**config.mk**
```make
export PLATFORM = sky130hd
export DESIGN_NAME = ftas_ctrl
export DESIGN_NICKNAME = d
export VERILOG_FILES = /design/src/ftas_pkg.sv /design/src/ftas_ctrl.sv
export SDC_FILE = /design/constraint.sdc
export NUM_CORES = 1
export LEC_CHECK = 0
export BUFFER_PORTS_ARGS = -buffer_cell sky130_fd_sc_hd__buf_2
export CORE_AREA = 2 2 39 41
export DETAILED_ROUTE_END_ITERATION = 16
export DIE_AREA = 0 0 41 43
export GPL_ROUTABILITY_DRIVEN = 0
export PLACE_DENSITY_LB_ADDON = 0.05
export SYNTH_ARGS = -nofsm -noshare
export SYNTH_HDL_FRONTEND = slang
export SYNTH_SLANG_ARGS = --single-unit
```
**constraint.sdc**
```tcl
create_clock -name clk_i -period 1.9 [get_ports clk_i]
set_input_delay 0.19 -clock clk_i [delete_from_list [all_inputs] [get_ports clk_i]]
set_output_delay 0.19 -clock clk_i [all_outputs]
set_load 0.02 [all_outputs]
```
**src/ftas_pkg.sv**
```systemverilog
// shared types, codes and defaults of the flow table aging sweep
`default_nettype none
package ftas_pkg;

  localparam int unsigned NumBucketsDef = 1024;
  localparam int unsigned SlotsPerBucket = 16;
  localparam int unsigned SlotW = 4;
  localparam int unsigned BucketFieldW = 10;
  localparam int unsigned WordW = 32;
  localparam int unsigned CountW = 6;
  localparam int unsigned MinW = 5;
  localparam int unsigned CfgIdxW = 2;
  localparam int unsigned SlotDataW = 3 * WordW;

  localparam logic [WordW-1:0] TimeoutRst = '0;
  localparam logic [CountW-1:0] MaxExpRst = 6'd63;
  localparam logic [MinW-1:0] MinEntRst = '0;

  typedef enum logic [0:0] {
    REQ_WRITE = 1'b0,
    REQ_SWEEP = 1'b1
  } req_e;

  typedef enum logic [1:0] {
    KIND_WRITE   = 2'd0,
    KIND_EXPIRED = 2'd1,
    KIND_FINAL   = 2'd2
  } kind_e;

  typedef enum logic [CfgIdxW-1:0] {
    CFG_TIMEOUT = 2'd0,
    CFG_MAX_EXP = 2'd1,
    CFG_MIN_ENT = 2'd2
  } cfg_idx_e;

  typedef enum logic [3:0] {
    ST_CLEAR,
    ST_IDLE,
    ST_REDUCE,
    ST_WRITE,
    ST_READ,
    ST_EVAL,
    ST_EMIT,
    ST_NEXT,
    ST_FINAL
  } state_e;

  typedef struct packed {
    logic load_req;
    logic reduce_step;
    logic sweep_init;
    logic wr_slot;
    logic rd_row;
    logic eval_row;
    logic emit_one;
    logic next_bkt;
    logic emit_final;
    logic clear_row;
  } cmd_t;

  typedef struct packed {
    logic red_done;
    logic is_sweep;
    logic disabled;
    logic mask_any;
    logic limit_hit;
    logic last_visit;
    logic clear_last;
    logic out_free;
  } sts_t;

endpackage
`default_nettype wire

```
**src/ftas_ctrl.sv**
```systemverilog
// sequencer for writes, table clearing and aging sweeps
`default_nettype none
module ftas_ctrl (
  input  wire logic           clk_i,
  input  wire logic           rst_ni,
  input  wire logic           in_valid_i,
  output logic                in_ready_o,
  input  wire ftas_pkg::sts_t sts_i,
  output ftas_pkg::cmd_t      cmd_o
);

  ftas_pkg::state_e state_q, state_d;

  always_ff @(posedge clk_i or negedge rst_ni) begin
    if (!rst_ni) begin
      state_q <= ftas_pkg::ST_CLEAR;
    end else begin
      state_q <= state_d;
    end
  end

  always_comb begin
    state_d = state_q;
    unique case (state_q)
      ftas_pkg::ST_CLEAR: if (sts_i.clear_last) state_d = ftas_pkg::ST_IDLE;
      ftas_pkg::ST_IDLE: if (in_valid_i) state_d = ftas_pkg::ST_REDUCE;
      ftas_pkg::ST_REDUCE: begin
        if (sts_i.red_done) begin
          if (!sts_i.is_sweep) state_d = ftas_pkg::ST_WRITE;
          else if (sts_i.disabled) state_d = ftas_pkg::ST_FINAL;
          else state_d = ftas_pkg::ST_READ;
        end
      end
      ftas_pkg::ST_WRITE: if (sts_i.out_free) state_d = ftas_pkg::ST_IDLE;
      ftas_pkg::ST_READ: state_d = ftas_pkg::ST_EVAL;
      ftas_pkg::ST_EVAL: state_d = ftas_pkg::ST_EMIT;
      ftas_pkg::ST_EMIT: begin
        if (sts_i.limit_hit || !sts_i.mask_any) state_d = ftas_pkg::ST_NEXT;
      end
      ftas_pkg::ST_NEXT: begin
        if (sts_i.limit_hit || sts_i.last_visit) state_d = ftas_pkg::ST_FINAL;
        else state_d = ftas_pkg::ST_READ;
      end
      ftas_pkg::ST_FINAL: if (sts_i.out_free) state_d = ftas_pkg::ST_IDLE;
      default: state_d = ftas_pkg::ST_IDLE;
    endcase
  end

  always_comb begin
    cmd_o = '0;
    in_ready_o = 1'b0;
    unique case (state_q)
      ftas_pkg::ST_CLEAR: cmd_o.clear_row = 1'b1;
      ftas_pkg::ST_IDLE: begin
        in_ready_o = 1'b1;
        cmd_o.load_req = in_valid_i;
      end
      ftas_pkg::ST_REDUCE: begin
        cmd_o.reduce_step = !sts_i.red_done;
        cmd_o.sweep_init = sts_i.red_done;
      end
      ftas_pkg::ST_WRITE: cmd_o.wr_slot = sts_i.out_free;
      ftas_pkg::ST_READ: cmd_o.rd_row = 1'b1;
      ftas_pkg::ST_EVAL: cmd_o.eval_row = 1'b1;
      ftas_pkg::ST_EMIT: begin
        cmd_o.emit_one = !sts_i.limit_hit && sts_i.mask_any && sts_i.out_free;
      end
      ftas_pkg::ST_NEXT: cmd_o.next_bkt = 1'b1;
      ftas_pkg::ST_FINAL: cmd_o.emit_final = sts_i.out_free;
      default: cmd_o = '0;
    endcase
  end

endmodule
`default_nettype wire

```
== Yosys cells after proc, flatten, opt, wreduce, memory -nomap -nowiden ==
Cells that the tools add are included.

* Register bits after elaboration: 4
* Output and inout port bits: 11

* Multiplexer cells: 19
* Eq/ne operators: 13
* Reduce and logical (&&, ||, !) cells: 10

{| class="wikitable"
|+ Operators with widths
! operator !! count
|-
| $mux 4 || 8
|-
| $pmux 4 s8 || 1
|-
| $eq 4x3->1 const B || 4
|-
| $mux 1 || 9
|-
| $eq 4x2->1 const B || 2
|-
| $ne 2x2->1 const B || 4
|-
| $reduce_and 5->1 || 1
|-
| $eq 4x1->1 const B || 1
|-
| $eq 4x4->1 const B || 1
|-
| $logic_not 4->1 || 1
|-
| $logic_not 1->1 || 3
|-
| $logic_and 1x1->1 || 2
|-
| $logic_or 1x1->1 || 2
|-
| $mux 2 || 1
|-
| $ne 2x1->1 const B || 1
|-
| $reduce_or 2->1 || 1
|}

== Longest topological paths before layout ==
Gate-level depths: netlist of run 1.

* Word-level depth: 4
* Mapped depth: 5

== Least setup slack after synthesis of run 1 ==
Ideal clock, no wire load.

* Path kind: register to register
* From: reg state_q[2]
* To: reg state_q[3]
* Cell stages (with the launch flop): 5
* Buffers on the path: 0
* Arrival: 1.468 ns
* Path slack: 0.304 ns
* Clock period less this slack: 1.596 ns
* Cell sequence: dfrtp_1 > or2_4 > or3_1 > nand4_2 > mux2_1

* Word-level cells in the longest chain between the ends: 4
* Elaborated cells between the ends (all ways): 17
* Classes of those cells: 13 x eq/ne; 1 x mux; 3 x reduce/logical

{| class="wikitable"
|+ Ends and longest elaborated chain
! item !! RTL line !! source
|-
| start, declared || ftas_ctrl.sv:12 || <nowiki>ftas_pkg::state_e state_q, state_d;</nowiki>
|-
| start signal, assigned || ftas_ctrl.sv:16 || <nowiki>state_q <= ftas_pkg::ST_CLEAR;</nowiki>
|-
| start signal, assigned || ftas_ctrl.sv:18 || <nowiki>state_q <= state_d;</nowiki>
|-
| $eq 4x4->1 / $eq 4x2->1 (equally long branches) || ftas_ctrl.sv:24 || <nowiki>unique case (state_q)</nowiki>
|-
| $reduce_or 2->1 (no source line) || n/a ||
|-
| $ne 2x1->1 (no source line) || n/a ||
|-
| $reduce_and 5->1 (no source line) || n/a ||
|}

Parallel ways exist; a longest one is shown, timed or not.
A chain may end at the register's enable or synchronous reset.

==> results of run 1 <==
-- worst max-delay path: cells and delay by family, from the launching register on --
kind	cells	cell delay (ns)
simple gates	3	0.53
flops	1	0.42
buf+inv	2	0.37
-- cell type report --
type	count	share of cell area (%)
multi-input combinational	45	48.3
tap	16	3.26
timing repair buffer	28	26.1
inverter	4	2.44
sequential	4	16.3
clock buffer	3	3.67
-- power groups by stage --
stage | logic, uW | registers [uW] | clock network [uW]
after CTS | 612 | 157 | 109
final | 603 | 157 | 101
after detailed placement | 608 | 158 | 0
after floorplan | 429 | 147 | 0
after global placement | 606 | 157 | 0
after global routing | 680 | 162 | 120
-- worst paths after layout --
check,start,to,slack [ns]
max in group asynchronous,rst_ni,state_q[2]$_DFFE_PN0P_,1.50
min in group clk_i,sts_i[5],state_q[2]$_DFFE_PN0P_,0.35
worst max register to register,state_q[0]$_DFFE_PN0P_,state_q[3]$_DFFE_PN0P_,0.23
worst max-delay path,state_q[1]$_DFFE_PN0P_,cmd_o[3],0.16
worst min register to register,state_q[3]$_DFFE_PN0P_,state_q[1]$_DFFE_PN0P_,0.66
worst min-delay path,rst_ni,state_q[3]$_DFFE_PN0P_,0.29
-- metrics by stage --
step	std cells	hold slack (ns)	worst slack (ns)
after floorplan	56	-0.106	0.304
after global placement	96	-0.000436	0.279
after detailed placement	96	-0.00457	0.230
after CTS	100	0.275	0.137
after global routing	100	0.297	0.0362
final	100	0.288	0.158
-- cells in the final DEF (no fill, tap or decap) --
master         Yosys  final
a21oi_1            2      2
a2bb2oi_1          1      1
a31oi_1            1      1
a41oi_1            1      1
and2_1             2      2
and3_1             1      1
and3b_1            2      2
buf_2              1     21
buf_4              1      6
clkbuf_4           0      3
dfrtp_1            4      4
dlygate4sd3_1      0      1
inv_1              4      4
mux2_1             1      1
mux2_2             1      1
nand2_1            2      2
nand2b_1           2      2
nand3_1            1      1
nand4_2            1      1
nand4b_1           1      1
nor2_1             8      8
nor2b_1            2      2
nor3_1             3      3
nor3b_1            2      2
nor4_1             1      1
o211ai_1           1      1
o211ai_2           1      1
o21ai_0            2      2
o22ai_1            1      1
o2bb2ai_1          1      1
or2_4              1      1
or2b_1             1      1
or3_1              1      1
or3_4              1      1
-- cells in the mapped netlist --
| cell type | number | area share, % |
|---|---|---|
| a31oi_1 | 1 | 1.5 |
| mux2_1 | 1 | 2.6 |
| o22ai_1 | 1 | 1.5 |
| dfrtp_1 | 4 | 23 |
| a41oi_1 | 1 | 2.0 |
| or3_1 | 1 | 1.5 |
| o2bb2ai_1 | 1 | 2.0 |
| nor2_1 | 8 | 7.0 |
| a2bb2oi_1 | 1 | 2.0 |
| and3_1 | 1 | 1.5 |
| nand3_1 | 1 | 1.2 |
| nand2b_1 | 2 | 2.9 |
| o21ai_0 | 2 | 2.3 |
| and3b_1 | 2 | 4.1 |
| mux2_2 | 1 | 2.6 |
| nor3_1 | 3 | 3.5 |
| nand2_1 | 2 | 1.8 |
| nor4_1 | 1 | 1.5 |
| buf_4 | 1 | 1.8 |
| nand4_2 | 1 | 2.9 |
| inv_1 | 4 | 3.5 |
| or2_4 | 1 | 2.0 |
| a21oi_1 | 2 | 2.3 |
| or3_4 | 1 | 2.6 |
| o211ai_1 | 1 | 1.8 |
| nand4b_1 | 1 | 2.0 |
| o211ai_2 | 1 | 2.9 |
| nor3b_1 | 2 | 3.5 |
| clkbuf_1 | 1 | 0.88 |
| nor2b_1 | 2 | 2.9 |
| and2_1 | 2 | 2.9 |
| buf_2 | 1 | 1.2 |
| or2b_1 | 1 | 1.8 |
-- cells by family (layout without fill, tap and decap cells) --
kind of cell	count (synthesis)	after routing	synth area share, %
compound gates	11	11	18.4
buf+inv	7	35	7.31
flops	4	4	23.4
mux	2	2	5.26
simple gates	32	32	45.6
-- per-layer routing --
| metal | share of wire [%] | wire length (um) |
|---|---|---|
| met1 | 46 | 551 |
| met2 | 48 | 579 |
| met3 | 6.4 | 78 |
| met4 | 0 | 0 |
| met5 | 0 | 0 |
==> results.json, run 1 <==
{
  "cts_root_buf": "clkbuf_4",
  "drive_above_1_share_pct": 41.7,
  "post_cts_buffers": 0,
  "syn_nets": 67,
  "largest_register": "state_q",
  "final_area_um2": 614,
  "post_cts_resized": 0,
  "total_power_uw": 861,
  "power_density_nw_per_um2": 1400,
  "largest_register_ffs": 4,
  "met3_usage_pct": 3.66,
  "num_io_pins": 22,
  "period_needed_ns": 1.74,
  "drtAntennaViolNets": 0,
  "synth.avg_cell_area_um2": 7.64,
  "ys_ff_latch": 4,
  "initial_core_util_pct": 30.9,
  "regArea_um2": 100,
  "ir_worst_vdd_mv": 0.540,
  "cts_buffers": 3,
  "cts_num_sinks": 4,
  "reg_top3": "state_q: 4 flops",
  "synthCells": 56,
  "busiest_layer": "met2",
  "area_growth_pct": 43.6,
  "cp_slowest_cell": "dfrtp_1",
  "maxCapViolCount": 0,
  "cp-start-kind": "flop",
  "grt_pass1_vias": 472,
  "place_hpwl_um": 985,
  "swShare_pct": 46.5,
  "finalNetCount": 97,
  "synthesis.area_um2": 428,
  "seqPwrFrac_pct": 18.2,
  "cp_data_arrival_time_ns": 1.55,
  "met1_usage_pct": 22.3,
  "io_buffer_count": 21,
  "antenna_found_initial": 0,
  "status": "complete, no violations",
  "core_um2": 1380,
  "dieArea_um2": 1760,
  "cts_tree": "yes",
  "drtPass1Iterations": 3,
  "rr_worst_depth": 4,
  "pwr-share-clk_pct": 11.8,
  "fmaxAchievable_mhz": 574,
  "totalWireLength_mm": 1.21,
  "endpoint_kind": "primary output",
  "overflow": 0,
  "finalSetupTns_ns": 0,
  "die_width_um": 41,
  "leakage_uw": 0.000316,
  "synth_cell_types": 33,
  "hold_buffers": 1,
  "worst_pin_slew_ns": 0.213,
  "vias_per_cell": 4.91,
  "drt-initial-drc-count": 13,
  "groute.usage.overall_pct": 17.5,
  "internal-power_uw": 461,
  "clk_latency_ns": 0.23,
  "path_max_fanout": 6,
  "switching_power_uw": 400,
  "worst_hold_path_type": "in -> async",
  "crit_required_ns": 1.71,
  "setup_viol": 0,
  "fill_cells": 166,
  "grt_pass1_wl_mm": 2.07,
  "hold_viol": 0,
  "diodes": 0,
  "combPwrFrac_pct": 70.0,
  "wl_per_cell_um": 12.1,
  "die-height_um": 43,
  "use_met2_pct": 26.9,
  "cts_max_level": 1,
  "drc": 0,
  "yosysSeqAreaShare_pct": 23.4,
  "rows": 14,
  "path_cells": "nor2b_1 > nand4b_1 > buf_4 > nor2_1 > buf_2",
  "path_class": "reg -> out",
  "grt_max_degree": 11,
  "relSlewSlack_pct": 85.7,
  "dpl-instance-area_um2": 582,
  "slowest_delay_ns": 0.42,
  "clkTransAtPathRegs_ns": 0.04,
  "multi_input_area_um2": 297,
  "finalCritPeriodShare_pct": 91.7,
  "final_util_pct": 44.4,
  "drv_slew": 0,
  "vias": 491,
  "skew_ns": 0.00188,
  "cts_buffer_depth": 2,
  "rsz0062_at_grt": "no",
  "ys_warn_count": 0
}
Power figures use the tool's default switching activity.
==> inputs of run 2 (changes only) <==
--- a/config.mk
+++ b/config.mk
@@ -6,11 +6,14 @@
 export NUM_CORES = 1
 export LEC_CHECK = 0
 export BUFFER_PORTS_ARGS = -buffer_cell sky130_fd_sc_hd__buf_2
-export CORE_AREA = 2 2 39 41
+export CELL_PAD_IN_SITES_DETAIL_PLACEMENT = 2
+export CELL_PAD_IN_SITES_GLOBAL_PLACEMENT = 2
+export CORE_ASPECT_RATIO = 1.4
+export CORE_MARGIN = 2
+export CORE_UTILIZATION = 22
 export DETAILED_ROUTE_END_ITERATION = 16
-export DIE_AREA = 0 0 41 43
 export GPL_ROUTABILITY_DRIVEN = 0
-export PLACE_DENSITY_LB_ADDON = 0.05
+export PLACE_DENSITY_LB_ADDON = 0.08
 export SYNTH_ARGS = -nofsm -noshare
 export SYNTH_HDL_FRONTEND = slang
 export SYNTH_SLANG_ARGS = --single-unit
==> results.json, run 2 (synthesis results as in run 1) <==
{
  "crit_required_ns": 1.71,
  "finalNetCount": 96,
  "finalSetupTns_ns": 0,
  "rows": 18,
  "cts_tree": "yes",
  "mostFrequentLayoutCells": "buf_2, nor2_1, buf_4",
  "groute.usage.overall_pct": 14.8,
  "ff2ff_setup_slack_ns": 0.15,
  "clk_latency_ns": 0.23,
  "fill_cells": 234,
  "cp-endpoint": "cmd_o[8]",
  "io_buffer_count": 21,
  "cts_buffers": 3,
  "setup_viol": 0,
  "ir_worst_vdd_mv": 0.620,
  "largest_register": "state_q",
  "drc": 0,
  "maxCapViolCount": 0,
  "core_um2": 1800,
  "finalCritPeriodShare_pct": 95.2,
  "cts_buffer_depth": 2,
  "totalWireLength_mm": 1.48,
  "grt_max_degree": 11,
  "period_needed_ns": 1.81,
  "reg2reg_to": "state_q[3]$_DFFE_PN0P_",
  "path_max_fanout": 7,
  "placed_cells": 99,
  "final_util_pct": 34.0,
  "endpoint_kind": "primary output",
  "area_growth_pct": 43.0,
  "worst_pin_slew_ns": 0.229,
  "die-height_um": 56.2,
  "relSlewSlack_pct": 84.7,
  "dieArea_um2": 2320,
  "fin_cells": 103,
  "wl_per_cell_um": 14.4,
  "grt_pass1_vias": 574,
  "worst_hold_path_type": "in -> async",
  "die_width_um": 41.3,
  "reg2reg_from": "state_q[0]$_DFFE_PN0P_",
  "vias": 524,
  "cp-start-kind": "flop",
  "cp_data_arrival_time_ns": 1.62,
  "initial_core_util_pct": 23.7,
  "overflow": 0,
  "rr_worst_depth": 4,
  "skew_ns": 0.00391,
  "hold_viol": 0,
  "fmaxAchievable_mhz": 553,
  "drv_slew": 0,
  "startpoint": "state_q[2]$_DFFE_PN0P_",
  "cts_root_buf": "clkbuf_4",
  "antenna_found_initial": 0,
  "cts_num_sinks": 4,
  "vias_per_cell": 5.09,
  "grt_pass1_wl_mm": 2.45,
  "final_common_cell": "buf_2",
  "post_cts_buffers": 0,
  "drtAntennaViolNets": 0,
  "clkTransAtPathRegs_ns": 0.04,
  "hold_buffers": 1,
  "path_class": "reg -> out",
  "rsz0062_at_grt": "no",
  "drtPass1Iterations": 3,
  "status": "complete, no violations",
  "place_hpwl_mm": 1.26,
  "reg_top3": "state_q: 4 flops",
  "largest_register_ffs": 4,
  "cts_max_level": 1,
  "power_density_nw_per_um2": 1420,
  "drt-initial-drc-count": 3,
  "drive_above_1_share_pct": 41.0,
  "num_io_pins": 22,
  "diodes": 0,
  "post_cts_resized": 0,
  "leakage_uw": 0.000311
}
## run 2: per-stage QoR
| stage | hold WS, ns | worst slack, ns | power (uW) | cell area (um2) |
|---|---|---|---|---|
| after floorplan | -0.106 | 0.304 | 576 | 428 |
| after global placement | -0.00237 | 0.184 | 765 | 579 |
| after detailed placement | -0.00270 | 0.141 | 777 | 579 |
| after CTS | 0.279 | 0.0644 | 887 | 612 |
| after global routing | 0.286 | 0.00537 | 954 | 612 |
| final | 0.286 | 0.0914 | 867 | 612 |
## run 2: report_power, final
group          internal (uW)  leakage (uW)  total (uW)  switching (uW)
Combinational            261      0.000246         587             326
Sequential               119     0.0000511         179            59.9
Clock                   70.4     0.0000138         101            31.0
Total                    450      0.000311         867             417
## run 2: worst min-delay path by stage
stage	start	endpoint	slack (ns)	cells past startpoint
finish	rst_ni	state_q[1]$_DFFE_PN0P_	0.29	2
floorplan	rst_ni	state_q[0]$_DFFE_PN0P_	-0.11	0
detailed placement	rst_ni	state_q[1]$_DFFE_PN0P_	-0.003	1
global placement	rst_ni	state_q[2]$_DFFE_PN0P_	-0.002	1
global route	rst_ni	state_q[1]$_DFFE_PN0P_	0.29	2
CTS	rst_ni	state_q[1]$_DFFE_PN0P_	0.28	2
## run 2: layout make-up
class                      instances  area [um2]  area share (%)
clock buffer                       3        22.5            3.68
inverter                           4        15.0            2.45
multi-input combinational         45         297            48.5
sequential                         4         100            16.4
tap                               20        25.0            4.09
timing repair buffer              27         153            24.9
## run 2: critical path, stage by stage (launching register included)
cell     delay (ns)
dfrtp_1        0.45
or2_4          0.31
or3_1          0.41
inv_1          0.07
buf_2          0.15
## run 2: routing by layer
| layer | global-route usage (%) | wire length, um | vias to the layer above | share of wire [%] |
|---|---|---|---|---|
| met2 | 27.0 | 849 | 13 | 57 |
| met5 | 0 | 0 | - | 0 |
| met1 | 16.6 | 575 | 252 | 39 |
| li1 | - | - | 259 | - |
| met4 | 4.15 | 0 | 0 | 0 |
| met3 | 1.20 | 59 | 0 | 4.0 |
==> inputs of run 3 (changes only) <==
--- a/config.mk
+++ b/config.mk
@@ -9,7 +9,6 @@
 export CELL_PAD_IN_SITES_DETAIL_PLACEMENT = 2
 export CELL_PAD_IN_SITES_GLOBAL_PLACEMENT = 2
 export CORE_ASPECT_RATIO = 1.4
-export CORE_MARGIN = 2
 export CORE_UTILIZATION = 22
 export DETAILED_ROUTE_END_ITERATION = 16
 export GPL_ROUTABILITY_DRIVEN = 0
==> results.json, run 3 (synthesis results as in run 1) <==
{
  "die-height_um": 54.2,
  "cts_tree": "yes",
  "drtAntennaViolNets": 0,
  "fmaxAchievable_mhz": 570,
  "cts_num_sinks": 4,
  "vias_per_cell": 5.06,
  "overflow": 0,
  "core_um2": 1800,
  "status": "complete, no violations",
  "grt_pass1_vias": 572,
  "setup_viol": 0,
  "cts_buffers": 3,
  "slowest_delay_ns": 0.40,
  "cp-start-kind": "flop",
  "reg2reg_from": "state_q[2]$_DFFE_PN0P_",
  "grt_max_degree": 12,
  "leakage_uw": 0.000313,
  "path_max_fanout": 11,
  "reg2reg_to": "state_q[3]$_DFFE_PN0P_",
  "mostFrequentLayoutCells": "buf_2, nor2_1, buf_4",
  "final_area_um2": 617,
  "total_power_uw": 884,
  "dpl-instance-area_um2": 579,
  "cp_data_arrival_time_ns": 1.56,
  "clkTransAtPathRegs_ns": 0.04,
  "die_width_um": 39.3,
  "path_class": "reg -> out",
  "grt_pass1_wl_mm": 2.70,
  "drtPass1Iterations": 1,
  "power_density_nw_per_um2": 1430,
  "path_cells": "buf_4 > nand2b_1 > or3_4 > inv_1 > buf_2",
  "crit_required_ns": 1.71,
  "io_buffer_count": 21,
  "cp_slowest_cell": "dfrtp_1",
  "largest_register_ffs": 4,
  "hold_viol": 0,
  "ir_worst_vdd_mv": 0.481,
  "wl_per_cell_um": 15.3,
  "vias": 521,
  "area_growth_pct": 44.2,
  "largest_register": "state_q",
  "antenna_found_initial": 0,
  "num_io_pins": 22,
  "reg_top3": "state_q: 4 flops",
  "rr_worst_depth": 4,
  "finalNetCount": 96,
  "worst_hold_path_type": "in -> async",
  "finalSetupTns_ns": 0,
  "post_cts_buffers": 0,
  "cts_buffer_depth": 2,
  "cts_root_buf": "clkbuf_4",
  "rows": 18,
  "drt-initial-drc-count": 0,
  "final_common_cell": "buf_2",
  "clk_latency_ns": 0.23,
  "dieArea_um2": 2130,
  "worst_pin_slew_ns": 0.279,
  "maxCapViolCount": 0,
  "drv_slew": 0,
  "groute.usage.overall_pct": 19.0,
  "endpoint_kind": "primary output",
  "drive_above_1_share_pct": 42.2,
  "cts_max_level": 1,
  "skew_ns": 0.00147,
  "finalCritPeriodShare_pct": 92.3,
  "place_hpwl_mm": 1.33,
  "initial_core_util_pct": 23.7,
  "totalWireLength_mm": 1.58,
  "relSlewSlack_pct": 81.2,
  "final_util_pct": 34.2,
  "diodes": 0,
  "drc": 0,
  "ff2ff_setup_slack_ns": 0.21,
  "period_needed_ns": 1.75,
  "whs_ns": 0.295,
  "rsz0062_at_grt": "no"
}
-- run 3: cell counts in the layout (fill, tap and decap cells not counted) --
No cell type changed its count.
-- run 3: where the power goes --
part | total, uW | leakage [uW] | internal [uW] | switching, uW
logic | 617 | 0.000248 | 265 | 351
clock network | 104 | 0.0000138 | 70.6 | 33.7
registers | 163 | 0.0000511 | 119 | 44.3
total | 884 | 0.000313 | 455 | 429
-- run 3: worst max-delay path by stage --
stage          slack (ns)  depth (start not counted)                endpoint                   start
6_report             0.15                          5                cmd_o[8]  state_q[0]$_DFFE_PN0P_
5_1_grt              0.04                          5                cmd_o[8]  state_q[0]$_DFFE_PN0P_
4_1_cts              0.10                          5                cmd_o[8]  state_q[0]$_DFFE_PN0P_
3_5_place_dp         0.19                          5  state_q[3]$_DFFE_PN0P_  state_q[0]$_DFFE_PN0P_
3_3_place_gp         0.23                          5  state_q[3]$_DFFE_PN0P_  state_q[0]$_DFFE_PN0P_
2_1_floorplan        0.30                          4  state_q[3]$_DFFE_PN0P_  state_q[2]$_DFFE_PN0P_
-- run 3: worst max-delay path: cells and delay by family, from the launching register on --
kind / cells / cell delay [ns]
flip-flops: 1 / 0.40
AND/OR/NAND/NOR: 2 / 0.52
buffers and inverters: 3 / 0.40
-- run 3: area by class of cell --
cell class,count,area (um2)
Timing Repair Buffer,27,153
Clock buffer,3,22.5
Multi-Input combinational cell,45,302
Tap cell,20,25.0
Fill cell,253,1180
Inverter,4,15.0
Sequential cell,4,100
-- run 3: through the flow --
step,std cells,setup WS (ns)
detailed placement,99,0.189
floorplan,56,0.304
global placement,99,0.234
finish,103,0.147
CTS,103,0.102
global route,103,0.0368
-- run 3: routing by layer --
| metal | global-route usage, % | vias up | share of wire, % |
|---|---|---|---|
| met5 | 0 | - | 0 |
| met4 | 8.62 | 0 | 0.51 |
| met3 | 1.24 | 2 | 2.7 |
| met2 | 33.6 | 14 | 54 |
| met1 | 22.6 | 249 | 42 |
| li1 | - | 256 | - |
-- run 3: repair_timing --
item | CTS | global route
hold endpoints to repair | 4 | 0
hold buffers | 1 | 0
resized for setup | 0 | 1
endpoints found under the setup margin | 0 | 1
